--- src/hw/rtl/sdnv_pkg.sv ---
`timescale 1ns / 1ps
`default_nettype none

package sdnv_pkg;

  // Value width and 7-bit grouping
  localparam int unsigned VALUE_BITS = 64;
  localparam int unsigned GROUP_BITS = 7;
  localparam int unsigned MAX_GROUPS = (VALUE_BITS + GROUP_BITS - 1) / GROUP_BITS;
  localparam int unsigned OCT_W      = 8;
  localparam int unsigned CNT_W      = 4;
  localparam int unsigned GIDX_W     = $clog2(MAX_GROUPS);
  localparam int unsigned SHIFT_W    = $clog2(VALUE_BITS);
  localparam int unsigned CONT_POS   = 7;
  localparam int unsigned CNT_MAX    = (1 << CNT_W) - 1;

  // Stream payload widths
  localparam int unsigned IN_TDATA_W  = ((VALUE_BITS + OCT_W + 7) / 8) * 8;
  localparam int unsigned OUT_RAW_W   = OCT_W + VALUE_BITS + 1;
  localparam int unsigned OUT_TDATA_W = ((OUT_RAW_W + 7) / 8) * 8;

  typedef enum logic [1:0] {
    ST_IDLE,
    ST_ENC,
    ST_DEC_OUT
  } state_e;

  typedef enum logic {
    ACT_ENCODE = 1'b0,
    ACT_DECODE = 1'b1
  } action_e;

  typedef enum logic {
    KIND_OCTET = 1'b0,
    KIND_VALUE = 1'b1
  } kind_e;

  // Controller to datapath
  typedef struct packed {
    logic enc_load;   // latch value, compute octet count
    logic enc_emit;   // push next encoded octet
    logic dec_step;   // shift received group into accumulator
    logic dec_emit;   // push decoded value, clear decode state
  } cmd_t;

  // Datapath to controller
  typedef struct packed {
    logic out_free;     // output register can take a result this cycle
    logic group_zero;   // encoder is at the least significant group
    logic octet_final;  // incoming octet has bit 7 clear
  } stat_t;

  // Clamp the register to 1..MAX_GROUPS
  function automatic logic [CNT_W-1:0] octet_limit(input logic [CNT_W-1:0] max_octets);
    logic [CNT_W-1:0] lim;
    lim = max_octets;
    if (lim == '0) begin
      lim = CNT_W'(1);
    end
    if (lim > CNT_W'(MAX_GROUPS)) begin
      lim = CNT_W'(MAX_GROUPS);
    end
    return lim;
  endfunction

endpackage

`default_nettype wire

--- src/hw/rtl/sdnv_codec.sv ---
`timescale 1ns / 1ps
`default_nettype none

// Channel   | Direction | Ports                        | Transaction
// ----------+-----------+------------------------------+------------------------------------
// s_axis    | in        | tvalid/tready/tdata/tuser    | one encode value or one decode octet
// m_axis    | out       | tvalid/tready/tdata/tuser/tlast | one encoded octet or decoded value
// cfg       | in        | cfg_valid/cfg_ready/cfg_data | write of max_octets (always ready)
//
// Encode: the value is accepted, then its octets are emitted in turn; the single group
// selector in the datapath emits one octet a cycle while m_axis is not stalled.
// Decode: each octet is shifted into the accumulator; a final octet adds a result load.
// Reset clears the accumulator, the octet count and the overflow flag, and sets
// max_octets to 10. A stalled m_axis holds the result register; s_axis is still
// accepted in idle while a result waits, then the block stalls on its next result.

module sdnv_codec (
  input  wire logic                                 clk_i,
  input  wire logic                                 rst_ni,
  // Input stream
  input  wire logic                                 s_axis_tvalid_i,
  output logic                                      s_axis_tready_o,
  // [63:0] value, [71:64] octet
  input  wire logic [sdnv_pkg::IN_TDATA_W-1:0]      s_axis_tdata_i,
  // [0] action
  input  wire logic                                 s_axis_tuser_i,
  // Output stream
  output logic                                      m_axis_tvalid_o,
  input  wire logic                                 m_axis_tready_i,
  // [7:0] out_octet, [71:8] out_value, [72] error, [79:73] zero
  output logic [sdnv_pkg::OUT_TDATA_W-1:0]          m_axis_tdata_o,
  // [0] kind
  output logic                                      m_axis_tuser_o,
  output logic                                      m_axis_tlast_o,
  // Configuration
  input  wire logic                                 cfg_valid_i,
  output logic                                      cfg_ready_o,
  input  wire logic [sdnv_pkg::CNT_W-1:0]           cfg_data_i
);

  localparam int unsigned VB = sdnv_pkg::VALUE_BITS;
  localparam int unsigned OW = sdnv_pkg::OCT_W;

  sdnv_pkg::cmd_t  cmd;
  sdnv_pkg::stat_t stat;

  logic          in_accept;
  logic          out_kind;
  logic [OW-1:0] out_octet;
  logic [VB-1:0] out_value;
  logic          out_error;

  assign cfg_ready_o = 1'b1;
  assign in_accept   = s_axis_tvalid_i && s_axis_tready_o;

  // Sequence encode octets and decode results
  sdnv_ctrl u_ctrl (
    .clk_i       (clk_i),
    .rst_ni      (rst_ni),
    .in_valid_i  (s_axis_tvalid_i),
    .in_action_i (s_axis_tuser_i),
    .in_ready_o  (s_axis_tready_o),
    .stat_i      (stat),
    .cmd_o       (cmd)
  );

  // Group splitter, accumulator and result register
  sdnv_dp u_dp (
    .clk_i       (clk_i),
    .rst_ni      (rst_ni),
    .cmd_i       (cmd),
    .stat_o      (stat),
    .cfg_we_i    (cfg_valid_i && cfg_ready_o),
    .cfg_data_i  (cfg_data_i),
    .in_value_i  (s_axis_tdata_i[VB-1:0]),
    .in_octet_i  (s_axis_tdata_i[VB+OW-1:VB]),
    .out_ready_i (m_axis_tready_i),
    .out_valid_o (m_axis_tvalid_o),
    .out_kind_o  (out_kind),
    .out_octet_o (out_octet),
    .out_value_o (out_value),
    .out_error_o (out_error),
    .out_last_o  (m_axis_tlast_o)
  );

  // Pack result fields, pad to whole bytes
  assign m_axis_tdata_o = {(sdnv_pkg::OUT_TDATA_W - sdnv_pkg::OUT_RAW_W)'(0),
                           out_error, out_value, out_octet};
  assign m_axis_tuser_o = out_kind;

  // A decoded value is always the only result of its octet
  a_dec_last: assert property (@(posedge clk_i) disable iff (!rst_ni)
    m_axis_tvalid_o && (m_axis_tuser_o == sdnv_pkg::KIND_VALUE) |-> m_axis_tlast_o)
    else $error("decode result without tlast");

  // Continuation bit of an encoded octet matches its position in the run
  a_enc_cont: assert property (@(posedge clk_i) disable iff (!rst_ni)
    m_axis_tvalid_o && (m_axis_tuser_o == sdnv_pkg::KIND_OCTET)
      |-> (out_octet[sdnv_pkg::CONT_POS] == !m_axis_tlast_o) && !out_error)
    else $error("encoded octet continuation bit mismatch");

  // An accepted encode blocks input while its octets are produced
  a_enc_busy: assert property (@(posedge clk_i) disable iff (!rst_ni)
    in_accept && (s_axis_tuser_i == sdnv_pkg::ACT_ENCODE) |=> !s_axis_tready_o)
    else $error("input accepted during encode");

  // A final decode octet blocks input until its result is loaded
  a_dec_busy: assert property (@(posedge clk_i) disable iff (!rst_ni)
    in_accept && (s_axis_tuser_i == sdnv_pkg::ACT_DECODE)
      && !s_axis_tdata_i[VB + sdnv_pkg::CONT_POS] |=> !s_axis_tready_o)
    else $error("input accepted before decode result load");

endmodule

`default_nettype wire

--- src/hw/rtl/sdnv_ctrl.sv ---
`timescale 1ns / 1ps
`default_nettype none

module sdnv_ctrl (
  input  wire logic                  clk_i,
  input  wire logic                  rst_ni,
  input  wire logic                  in_valid_i,
  input  wire logic                  in_action_i,
  output logic                       in_ready_o,
  input  wire sdnv_pkg::stat_t       stat_i,
  output sdnv_pkg::cmd_t             cmd_o
);

  sdnv_pkg::state_e state_q, state_d;

  always_ff @(posedge clk_i or negedge rst_ni) begin
    if (!rst_ni) begin
      state_q <= sdnv_pkg::ST_IDLE;
    end else begin
      state_q <= state_d;
    end
  end

  always_comb begin
    state_d    = state_q;
    cmd_o      = '0;
    in_ready_o = 1'b0;
    unique case (state_q)
      sdnv_pkg::ST_IDLE: begin
        in_ready_o = 1'b1;
        if (in_valid_i) begin
          if (in_action_i == sdnv_pkg::ACT_ENCODE) begin
            cmd_o.enc_load = 1'b1;
            state_d        = sdnv_pkg::ST_ENC;
          end else begin
            cmd_o.dec_step = 1'b1;
            if (stat_i.octet_final) begin
              state_d = sdnv_pkg::ST_DEC_OUT;
            end
          end
        end
      end
      sdnv_pkg::ST_ENC: begin
        if (stat_i.out_free) begin
          cmd_o.enc_emit = 1'b1;
          if (stat_i.group_zero) begin
            state_d = sdnv_pkg::ST_IDLE;
          end
        end
      end
      sdnv_pkg::ST_DEC_OUT: begin
        if (stat_i.out_free) begin
          cmd_o.dec_emit = 1'b1;
          state_d        = sdnv_pkg::ST_IDLE;
        end
      end
      default: begin
        state_d = sdnv_pkg::ST_IDLE;
      end
    endcase
  end

endmodule

`default_nettype wire

--- src/hw/rtl/sdnv_dp.sv ---
`timescale 1ns / 1ps
`default_nettype none

module sdnv_dp (
  input  wire logic                              clk_i,
  input  wire logic                              rst_ni,
  input  wire sdnv_pkg::cmd_t                    cmd_i,
  output sdnv_pkg::stat_t                        stat_o,
  input  wire logic                              cfg_we_i,
  input  wire logic [sdnv_pkg::CNT_W-1:0]        cfg_data_i,
  input  wire logic [sdnv_pkg::VALUE_BITS-1:0]   in_value_i,
  input  wire logic [sdnv_pkg::OCT_W-1:0]        in_octet_i,
  input  wire logic                              out_ready_i,
  output logic                                   out_valid_o,
  output logic                                   out_kind_o,
  output logic [sdnv_pkg::OCT_W-1:0]             out_octet_o,
  output logic [sdnv_pkg::VALUE_BITS-1:0]        out_value_o,
  output logic                                   out_error_o,
  output logic                                   out_last_o
);

  localparam int unsigned VB = sdnv_pkg::VALUE_BITS;
  localparam int unsigned GB = sdnv_pkg::GROUP_BITS;
  localparam int unsigned MG = sdnv_pkg::MAX_GROUPS;

  logic [sdnv_pkg::CNT_W-1:0]  max_q;
  logic [VB-1:0]               acc_q, acc_d;
  logic [sdnv_pkg::CNT_W-1:0]  cnt_q, cnt_d;
  logic                        ovf_q, ovf_d;
  logic                        out_valid_q, out_valid_d;

  logic [VB-1:0]               val_q;
  logic [sdnv_pkg::GIDX_W-1:0] grp_q;

  logic [MG-1:1]               grp_nz;
  logic [sdnv_pkg::CNT_W-1:0]  need, lim, enc_len;
  logic [sdnv_pkg::SHIFT_W-1:0] grp_shift;
  logic [GB-1:0]               grp_bits;
  logic [sdnv_pkg::OCT_W-1:0]  enc_octet;
  logic                        dec_error;

  assign lim = sdnv_pkg::octet_limit(max_q);

  // Octet count of the incoming value: highest nonzero group plus one, clamped to the limit
  always_comb begin
    for (int j = 1; j < MG; j++) begin
      grp_nz[j] = |(in_value_i >> (GB * j));
    end
    need = sdnv_pkg::CNT_W'(1);
    for (int j = 1; j < MG; j++) begin
      if (grp_nz[j]) begin
        need = sdnv_pkg::CNT_W'(j + 1);
      end
    end
    enc_len = (need < lim) ? need : lim;
  end

  // Current group, most significant first
  assign grp_shift = sdnv_pkg::SHIFT_W'(grp_q) * sdnv_pkg::SHIFT_W'(GB);
  assign grp_bits  = GB'(val_q >> grp_shift);
  always_comb begin
    enc_octet = sdnv_pkg::OCT_W'(grp_bits);
    enc_octet[sdnv_pkg::CONT_POS] = (grp_q != '0);
  end

  // Decode accumulate, cleared when the result is emitted
  always_comb begin
    acc_d = acc_q;
    cnt_d = cnt_q;
    ovf_d = ovf_q;
    if (cmd_i.dec_step) begin
      ovf_d = ovf_q | (|acc_q[VB-1:VB-GB]);
      acc_d = {acc_q[VB-GB-1:0], in_octet_i[GB-1:0]};
      if (cnt_q != sdnv_pkg::CNT_W'(sdnv_pkg::CNT_MAX)) begin
        cnt_d = cnt_q + sdnv_pkg::CNT_W'(1);
      end
    end else if (cmd_i.dec_emit) begin
      acc_d = '0;
      cnt_d = '0;
      ovf_d = 1'b0;
    end
  end

  assign dec_error = ovf_q | (cnt_q > lim);

  always_comb begin
    out_valid_d = out_valid_q;
    if (cmd_i.enc_emit || cmd_i.dec_emit) begin
      out_valid_d = 1'b1;
    end else if (out_ready_i) begin
      out_valid_d = 1'b0;
    end
  end

  always_ff @(posedge clk_i or negedge rst_ni) begin
    if (!rst_ni) begin
      max_q       <= sdnv_pkg::CNT_W'(MG);
      acc_q       <= '0;
      cnt_q       <= '0;
      ovf_q       <= 1'b0;
      out_valid_q <= 1'b0;
    end else begin
      if (cfg_we_i) begin
        max_q <= cfg_data_i;
      end
      acc_q       <= acc_d;
      cnt_q       <= cnt_d;
      ovf_q       <= ovf_d;
      out_valid_q <= out_valid_d;
    end
  end

  // Encoder working registers and output payload
  always_ff @(posedge clk_i) begin
    if (cmd_i.enc_load) begin
      val_q <= in_value_i;
      grp_q <= sdnv_pkg::GIDX_W'(enc_len - sdnv_pkg::CNT_W'(1));
    end else if (cmd_i.enc_emit) begin
      grp_q <= grp_q - sdnv_pkg::GIDX_W'(1);
    end
    if (cmd_i.enc_emit) begin
      out_kind_o  <= sdnv_pkg::KIND_OCTET;
      out_octet_o <= enc_octet;
      out_value_o <= '0;
      out_error_o <= 1'b0;
      out_last_o  <= (grp_q == '0);
    end else if (cmd_i.dec_emit) begin
      out_kind_o  <= sdnv_pkg::KIND_VALUE;
      out_octet_o <= '0;
      out_value_o <= acc_q;
      out_error_o <= dec_error;
      out_last_o  <= 1'b1;
    end
  end

  assign out_valid_o        = out_valid_q;
  assign stat_o.out_free    = !out_valid_q || out_ready_i;
  assign stat_o.group_zero  = (grp_q == '0);
  assign stat_o.octet_final = !in_octet_i[sdnv_pkg::CONT_POS];

endmodule

`default_nettype wire
--- config.mk ---
export PLATFORM = sky130hd
export DESIGN_NAME = sdnv_codec
export DESIGN_NICKNAME = d
export VERILOG_FILES = /design/src/hw/rtl/sdnv_pkg.sv /design/src/hw/rtl/sdnv_codec.sv /design/src/hw/rtl/sdnv_ctrl.sv /design/src/hw/rtl/sdnv_dp.sv
export SDC_FILE = /design/constraint.sdc
export NUM_CORES = 1
export LEC_CHECK = 0
export BUFFER_PORTS_ARGS = -buffer_cell sky130_fd_sc_hd__buf_2
export CORE_MARGIN = 1
export CORE_UTILIZATION = 30
export DETAILED_ROUTE_END_ITERATION = 8
export SLEW_MARGIN = 10
export SYNTH_ARGS = -nofsm -noshare
export SYNTH_HDL_FRONTEND = slang
export SYNTH_SLANG_ARGS = --single-unit
--- constraint.sdc ---
create_clock -name clk_i -period 5.25 [get_ports clk_i]
set_input_delay 1.575 -clock clk_i [delete_from_list [all_inputs] [get_ports clk_i]]
set_output_delay 1.575 -clock clk_i [all_outputs]
set_load 0.03 [all_outputs]
Yosys cells after proc, flatten, opt, wreduce, memory -nomap -nowiden
Cells that the tools add are included.

word-level totals
  flip-flop bits (word level) = 219
  input port bits = 82
  output and inout port bits = 85
  word-level logic and storage cells = 98

cells by class
  add/sub/neg operators = 3
  multiply operators = 1
  $lt $le $gt $ge = 3
  equality and inequality tests = 9
  shift-type cells = 1
  muxes and demuxes = 44
  bitwise logic cells = 2
  reduce and logical (&&, ||, !) cells = 22

operator list
  cell                 count
  $mux 64              2
  $mux 4               16
  $shr 64x6->7         1
  $reduce_or 57->1     1
  $reduce_or 50->1     1
  $reduce_or 43->1     1
  $reduce_or 36->1     1
  $reduce_or 29->1     1
  $reduce_or 22->1     1
  $mux 1               16
  $mux 8               2
  $reduce_or 15->1     1
  $mux 2               7
  $logic_not 4->1      2
  $ne 2x2->1 const B   4
  $reduce_bool 2->1    4
  $reduce_or 8->1      1
  $sub 4x1->4 const B  2
  $reduce_or 7->1      1
  $mul 4x3->6 const B  1
  $pmux 2 s3           1
  $reduce_and 5->1     1
  $add 4x1->4 const B  1
  $gt 4x4->1           1
  other kinds (13)     15

Longest topological paths before layout
Gate-level depths: netlist of the first run.

  depth in word-level cells = 14
  mapped depth = 16
  mapped depth without buffers = 14

Hierarchy
Synthesis of the first run repeated with hierarchy kept, for this count alone.

second synthesis, totals
  cells, all modules = 1023
  area total of the unflattened synthesis = 10905.5 um2

by module, submodules not included
  module      times used  cells each  area an instance (um2)  seq. area each (um2)
  sdnv_dp     1           998         10704.0                 5487.8
  sdnv_ctrl   1           14          126.4                   50.0
  sdnv_codec  1           11          75.1                    0.0

Worst setup path after synthesis of the first run
OpenSTA, ideal clock, no wires.

  path kind = input port to flip-flop
  start point = in s_axis_tdata_i[16] (netlist name)
  end point = reg u_dp.grp_q[2] (netlist name) (data pin)
  setup time = 0.260 ns
  arrival time = 4.482 ns
  required time = 4.990 ns
  setup slack = 0.507 ns
  stages = 14
  path buffers = 0
  cells stage by stage = or4_4 > nor4bb_1 > nand3b_1 > a31oi_1 > or2_1 > ha_1 > o21bai_1 > or4b_1 > a21oi_1 > nor2_1 > o221ai_1 > a21boi_1 > ha_1 > xnor2_1

between the ends
  longest elaborated chain between the ends = 14
  elaborated cells on any way between the ends = 15
  classes of those cells = add/sub (1); order compare (1); mux (11); reduce/logical (2)

RTL lines
  item                     RTL line          source
  start: declaration       sdnv_codec.sv:24  input wire logic [sdnv_pkg::IN_TDATA_W-1:0] s_axis_tdata_i,
  $reduce_or 57->1         sdnv_dp.sv:47     grp_nz[j] = |(in_value_i >> (GB * j));
  $mux 2                   sdnv_dp.sv:51     if (grp_nz[j]) begin
  $mux 4 (*) (8 in a row)  sdnv_dp.sv:51
  $lt 4x4->1               sdnv_dp.sv:55     enc_len = (need < lim) ? need : lim;
  $mux 4 (*)               sdnv_dp.sv:55
  $sub 4x1->4 (*)          sdnv_dp.sv:117    grp_q <= sdnv_pkg::GIDX_W'(enc_len - sdnv_pkg::CNT_W'(1));
  $mux 4 (*)               sdnv_dp.sv:115    if (cmd_i.enc_load) begin
  end signal: assignment   sdnv_dp.sv:117
  end signal: assignment   sdnv_dp.sv:119    grp_q <= grp_q - sdnv_pkg::GIDX_W'(1);
  end: declaration         sdnv_dp.sv:33     logic [sdnv_pkg::GIDX_W-1:0] grp_q;

Every way passes the cells marked *; elsewhere a longest branch is shown, timed or not.
A chain may end at the register's enable or synchronous reset.

Worst setup path after layout of the first run
Same ends and word-level chain as after synthesis.

==> results of run 1 <==
[sequential cells by signal, indices dropped and copies added (netlist names), 2 cells and up]
| register | cells |
|---|---|
| u_ctrl.state_q | 2 |
| u_dp.acc_q | 64 |
| u_dp.cnt_q | 4 |
| u_dp.grp_q | 4 |
| u_dp.max_q | 4 |
| u_dp.out_octet_o | 8 |
| u_dp.out_value_o | 64 |
| u_dp.val_q | 64 |
[final cells by class]
class,instances,area share
Sequential cell,219,0.439
Multi-Input combinational cell,645,0.366
Timing Repair Buffer,174,0.0724
Clock buffer,33,0.0553
Tap cell,455,0.0452
Clock inverter,13,0.0163
Inverter,16,0.00476
Antenna cell,2,0.000397
[layer usage]
metal | track usage | share of wire
met4 | 0.0558 | 0.033
met5 | 0 | 0.0012
met2 | 0.251 | 0.47
met3 | 0.0404 | 0.072
met1 | 0.192 | 0.43
[worst min-delay path, cell delays in order (launching register included)]
cell     delay, ns
dfxtp_1       0.30
nand2_1       0.05
a21oi_1       0.05
[cell families after synthesis]
logic type               after synthesis
multiplexers                          97
adder cells (fa/ha/maj)               22
XOR/XNOR                               8
other                                  2
AO/OA/AOI/OAI                        242
buffers and inverters                 93
AND/OR/NAND/NOR                      268
flip-flops                           219
[worst max-delay path by stage]
| stage | from | endpoint | slack, ns | cells after the start |
|---|---|---|---|---|
| finish | s_axis_tdata_i[16] | u_dp.grp_q[2]$_DFFE_PP_ | 0.42 | 15 |
| global route | s_axis_tdata_i[16] | u_dp.grp_q[2]$_DFFE_PP_ | 0.27 | 15 |
| CTS | s_axis_tdata_i[16] | u_dp.grp_q[2]$_DFFE_PP_ | 0.42 | 15 |
| detailed placement | s_axis_tdata_i[16] | u_dp.grp_q[2]$_DFFE_PP_ | -0.14 | 15 |
| global placement | s_axis_tdata_i[16] | u_dp.grp_q[2]$_DFFE_PP_ | -0.05 | 15 |
| floorplan | s_axis_tdata_i[16] | u_dp.grp_q[2]$_DFFE_PP_ | 0.51 | 14 |
[synth_stat cells, drive strengths merged, types with 2 or more instances]
master  instances
mux4           28
xnor2           4
dfstp           2
dfxtp          66
and2            3
or2             2
xor2            4
o211ai          3
conb            2
dfrtp          74
edfxtp         77
nor2b           9
o21ai          27
buf            25
nor2           42
ha             17
a211oi         21
a22o           65
mux2           29
nand3           2
a31oi           4
nand4           2
nand2b          4
nand3b          3
or4             7
inv            16
nand2         170
a41oi           2
mux2i          40
clkbuf         52
nor4            8
a21boi          3
a21o            4
a21oi         102
nor3           11
o221ai          4
fa              4
[metrics by stage]
step           worst slack (ns)  cell area (um2)  setup TNS (ns)  total power [mW]
6_report                  0.423            12600               0              9.63
5_1_grt                   0.270            12600               0              10.3
4_1_cts                   0.416            12600               0              9.66
3_5_place_dp             -0.144            11700          -0.380              7.73
3_3_place_gp            -0.0460            11700         -0.0831              7.69
2_1_floorplan             0.507            10500               0              6.60
[power by group through the flow]
stage                     Sequential [mW]  Clock, mW  Combinational (mW)
final                                2.49       1.90                5.24
after global routing                 2.54       2.00                5.78
after CTS                            2.49       1.93                5.24
after detailed placement             2.51          0                5.22
after global placement               2.51          0                5.18
after floorplan                      2.52          0                4.08
==> impl_metrics.yaml, run 1 <==
run_status:
  status: "completed"
finish:
  multi_input_area_um2: 4620
  drive_above_1_share: 0.249
  nNetsFinal: 1185
  nFillCells: 3477
  layout_common_cells: "nand2_1 (170), buf_2 (157), a21oi_1 (102)"
  final_common_cell: "nand2_1"
  syn_to_final_growth_pct: 19.9
  stdcell_count: 1557
  regArea_um2: 5540
  utilization: 0.365
synthesis:
  yosysWarnings: 0
  ys_seq_area_frac: 0.527
  ys_seq_elements: 219
  synth_xor_area_frac: 0.00667
  synth_edf_count: 77
  yosys.area_share.simple: 0.116
  syn_area_um2: 10500
  synth_top_family_by_area: "compound AO/OA/AOI/OAI gates"
  postSynth.topFlopCell: "edfxtp_1"
  synthDistinctLibCells: 66
  synthAdderAreaFrac: 0.0289
  synth_top_area_frac: 0.220
  syn_inst: 951
  muxShareOfSynthArea: 0.129
  synth_compound_area_frac: 0.153
  synth_area_per_cell_um2: 11.1
  synth_area_leaders: "edfxtp_1 (22%), dfrtp_1 (18%), dfxtp_1 (13%)"
  async_flop_share: 0.347
  synth_top_cell_by_area: "edfxtp_1"
sta:
  hold_violations: 0
  rsz0062_at_grt: "false"
  min_period_ns: 4.83
  max-slew-margin-rel: 0.346
  fin_crit_sh: 0.919
  slew_violations: 0
  max_freq_ghz: 0.207
  whs_ns: 0.450
  setup_viol: 0
  fin_skew_ns: 0.0179
  tightest_slew_ns: 0.981
detailed_routing:
  drt_pass1_iterations: 4
  wire_per_inst_um: 17.5
  drc_errors: 0
  viasPerCell: 5.01
  postRouteAntennaNets: 0
  routed_wl_um: 27300
  drtIter0Drc: 529
  via_count: 7802
setup_path:
  r2r_setup_slack_ns: 1.28
  required_ns: 5.55
  cp_max_fo: 3
  path_cells: "buf_2 -> or4_4 -> nor4bb_1 -> nand3b_1 -> a31oi_1 -> or2_1 -> ha_1 -> o21bai_1 -> or4b_1 -> a21oi_1 -> buf_4 -> o221ai_1 -> a21boi_1 -> ha_1 -> xnor2_1"
  slowest_stage: "or4_4"
  critPathMaxStageDelay_ns: 0.52
  rr_endpoint: "u_dp.out_octet_o[1]$_SDFFCE_PN0P_"
  rr_worst_depth: 9
  crit_family: "simple AND/OR/NAND/NOR gates"
  path_buf_inv: 2
  cp-start-kind: "input pin"
  cpMostUsedCell: "ha_1"
  end_kind: "register"
  reg2reg_from: "u_dp.grp_q[2]$_DFFE_PP_"
  arrival_ns: 5.12
  path_class: "in -> reg"
power_and_ir_drop:
  pwr-share-seq: 0.258
  p_int_mw: 5.67
  comb_power_share: 0.545
  p_clk_frac: 0.197
  swShare: 0.411
  ir_worst_vdd_v: 0.000537
  p_leak_nw: 5.18
  power_density_nw_per_um2: 764
  p_switching_mw: 3.96
clocking:
  root_buffer: "clkbuf_16"
  cts.hold.buffers_added: 0
  cts_buffers: 26
  cts.clk_slew.worst_paths_ns: 0.06
  clock_latency_ns: 0.55
  cts_tree: "built"
  htreeDepth: 1
  cts_setup_buffers: 0
  cts.repair.resized: 0
  clkSinkCount: 219
  cts_buffer_depth: 3
global_route:
  antenna_found_initial: 5
  grt_pass1_vias: 7874
  grt-ovfl-total: 0
  grt_start_max_net_pins: 77
  grt_usage: 0.153
  grt_first_pass_wirelength_um: 43500
place:
  placed_cells: 1509
  port_buffers: 158
  gp_congestion: 0.863
  dp_hpwl_um: 18700
die:
  fp.dieW_um: 189
  die-area_um2: 35800
  std_cell_rows: 68
  start_util: 0.304
  core_um2: 34500
  die-height_um: 189
  ios: 167
min_path:
  hold_depth: 2
  hold_path_startpoint: "u_dp.out_value_o[6]$_SDFFE_PP0P_"
  hold_class: "reg -> reg"
  min_to: "u_dp.out_value_o[6]$_SDFFE_PP0P_"
run:
  drv_cap: 0
(Power assumes the default switching activity.)
==> inputs of run 2 (changes only) <==
==> constraint.sdc (replaced) <==
create_clock -name clk_i -period 5.25 [get_ports clk_i]
set_input_delay 0.2625 -clock clk_i [delete_from_list [all_inputs] [get_ports clk_i]]
set_output_delay 0.2625 -clock clk_i [all_outputs]
set_load 0.03 [all_outputs]
==> run 2 against run 1 <==
Compared with the run above:
- flip-flop and latch count stayed put
- final cell count is 4.7% higher
- hold slack worse by 0.44 ns
- global-route usage is 0.85 points higher
- register-to-register slack hardly changed
- total power is 0.79% lower
- setup slack better by 0.58 ns
- core utilization is 1.9 points higher
- routed wire length is 6.5% higher
==> impl_metrics.yaml, run 2 (synthesis gave the netlist of run 1 again) <==
sta:
  min_period_ns: 4.25
  whs_ns: 0.0104
  max_freq_ghz: 0.235
  rsz0062_at_grt: "false"
  max-slew-margin-rel: 0.295
  tightest_slew_ns: 1.05
  fin_tns_setup_ns: 0
  slew_violations: 0
  hold_violations: 0
  setup_slack_ns: 1.00
  fin_crit_sh: 0.809
  setup_viol: 0
  fin_skew_ns: 0.0111
place:
  postPlaceCellArea_um2: 11700
  port_buffers: 158
  gp_congestion: 0.855
  dp_hpwl_um: 19200
  dpl_worst_slack_ns: 1.04
  placed_cells: 1507
detailed_routing:
  dr_wl_met3_um: 1920
  postRouteAntennaNets: 0
  via_count: 8079
  viasPerCell: 4.96
  wire_per_inst_um: 17.8
  wirelength_met1_um: 12400
  routed_wl_um: 29000
  drt_pass1_iterations: 5
  drc_errors: 0
  wl_met2_um: 13900
  highest_layer: "met5"
  drtIter0Drc: 505
setup_path:
  end_kind: "register"
  arrival_ns: 4.54
  cp_max_fo: 3
  required_ns: 5.54
  cp-start-kind: "input pin"
  path_class: "in -> reg"
power_and_ir_drop:
  power_mw: 9.55
  p_leak_nw: 5.45
  ir_worst_vdd_v: 0.000535
  power_density_nw_per_um2: 721
die:
  die-area_um2: 35800
  std_cell_rows: 68
  core_um2: 34500
  start_util: 0.304
  die-height_um: 189
  ios: 167
  fp.dieW_um: 189
clocking:
  cts_buffer_depth: 3
  clock_latency_ns: 0.55
  htreeDepth: 1
  clkSinkCount: 219
  cts.clk_slew.worst_paths_ns: 0.05
  cts_buffers: 26
  cts_setup_buffers: 0
  root_buffer: "clkbuf_16"
  cts_tree: "built"
finish:
  nFillCells: 3423
  nNetsFinal: 1259
  syn_to_final_growth_pct: 26.1
  fin_area_um2: 13300
  regArea_um2: 5540
  utilization: 0.384
  multi_input_area_um2: 4620
  drive_above_1_share: 0.228
  final_common_cell: "nand2_1"
  layout_common_cells: "nand2_1 (170), buf_2 (157), a21oi_1 (102)"
  top_regs: "u_dp.acc_q (64), u_dp.out_value_o (64), u_dp.val_q (64)"
  stdcell_count: 1630
global_route:
  grt-ovfl-total: 0
  grt_start_max_net_pins: 77
  antenna_found_initial: 3
  grt_first_pass_wirelength_um: 45900
  grt_usage: 0.161
  grt_pass1_vias: 8169
run_status:
  status: "completed"
run:
  drv_cap: 0
min_path:
  hold_class: "in -> reg"
## run 2: cell count changes in the layout (fill, tap and decap cells not counted), sizes merged
| cell | change |
|---|---|
| buf | -2 |
| bufinv | -4 |
| clkbuf | +3 |
| clkinv | +2 |
| clkinvlp | -1 |
| diode | -1 |
| dlygate4sd3 | +76 |
## run 2: cell type report
cell class / instances / share of cell area
sequential: 219 / 0.418
multi-input combinational: 645 / 0.349
timing repair buffer: 248 / 0.125
clock buffer: 36 / 0.0542
tap: 455 / 0.0430
clock inverter: 10 / 0.00661
inverter: 16 / 0.00453
antenna: 1 / 0.000189
## run 2: final timing paths
kind / slack (ns) / endpoint / cells after the start / start
setup / recovery: 1.00 / u_dp.grp_q[2]$_DFFE_PP_ / 16 / s_axis_tdata_i[16]
hold / removal: 0.01 / u_dp.max_q[3]$_DFFE_PN1P_ / 3 / cfg_data_i[3]
setup reg to reg: 1.27 / u_dp.out_octet_o[1]$_SDFFCE_PN0P_ / 10 / u_dp.grp_q[0]$_DFFE_PP_
hold reg to reg: 0.45 / u_dp.out_value_o[14]$_SDFFE_PP0P_ / 2 / u_dp.out_value_o[14]$_SDFFE_PP0P_
max in group asynchronous: 4.17 / u_dp.acc_q[12]$_DFFE_PN0P_ / 2 / rst_ni
min in group asynchronous: 0.42 / u_dp.acc_q[38]$_DFFE_PN0P_ / 2 / rst_ni
## run 2: power by group
group	switching, mW	leakage, nW	internal (mW)	total, mW
registers	0.301	2.25	2.18	2.48
logic	2.99	2.81	2.38	5.37
clock network	0.737	0.389	0.963	1.70
total	4.03	5.45	5.52	9.55
## run 2: critical path, cell delays in order
cell,delay (ns)
dlygate4sd3_1,0.54
buf_2,0.13
or4_4,0.53
nor4bb_1,0.62
nand3b_1,0.19
a31oi_1,0.08
or2_1,0.25
ha_1,0.22
o21bai_1,0.15
or4b_1,0.51
a21oi_1,0.28
nor2_1,0.08
o221ai_1,0.25
a21boi_1,0.20
ha_1,0.18
xnor2_1,0.07
## run 2: routing by layer
layer / GRT usage / vias up
met2: 0.271 / 255
met3: 0.0382 / 57
met5: 0 / -
met1: 0.204 / 3901
met4: 0.0493 / 2
li1: - / 3864
## run 2: repair_timing
action                                  in CTS  in global routing
resized for setup                            0                  0
hold buffers                                76                  0
endpoints found under the setup margin       0                  0
endpoints found under the hold margin      149                  0
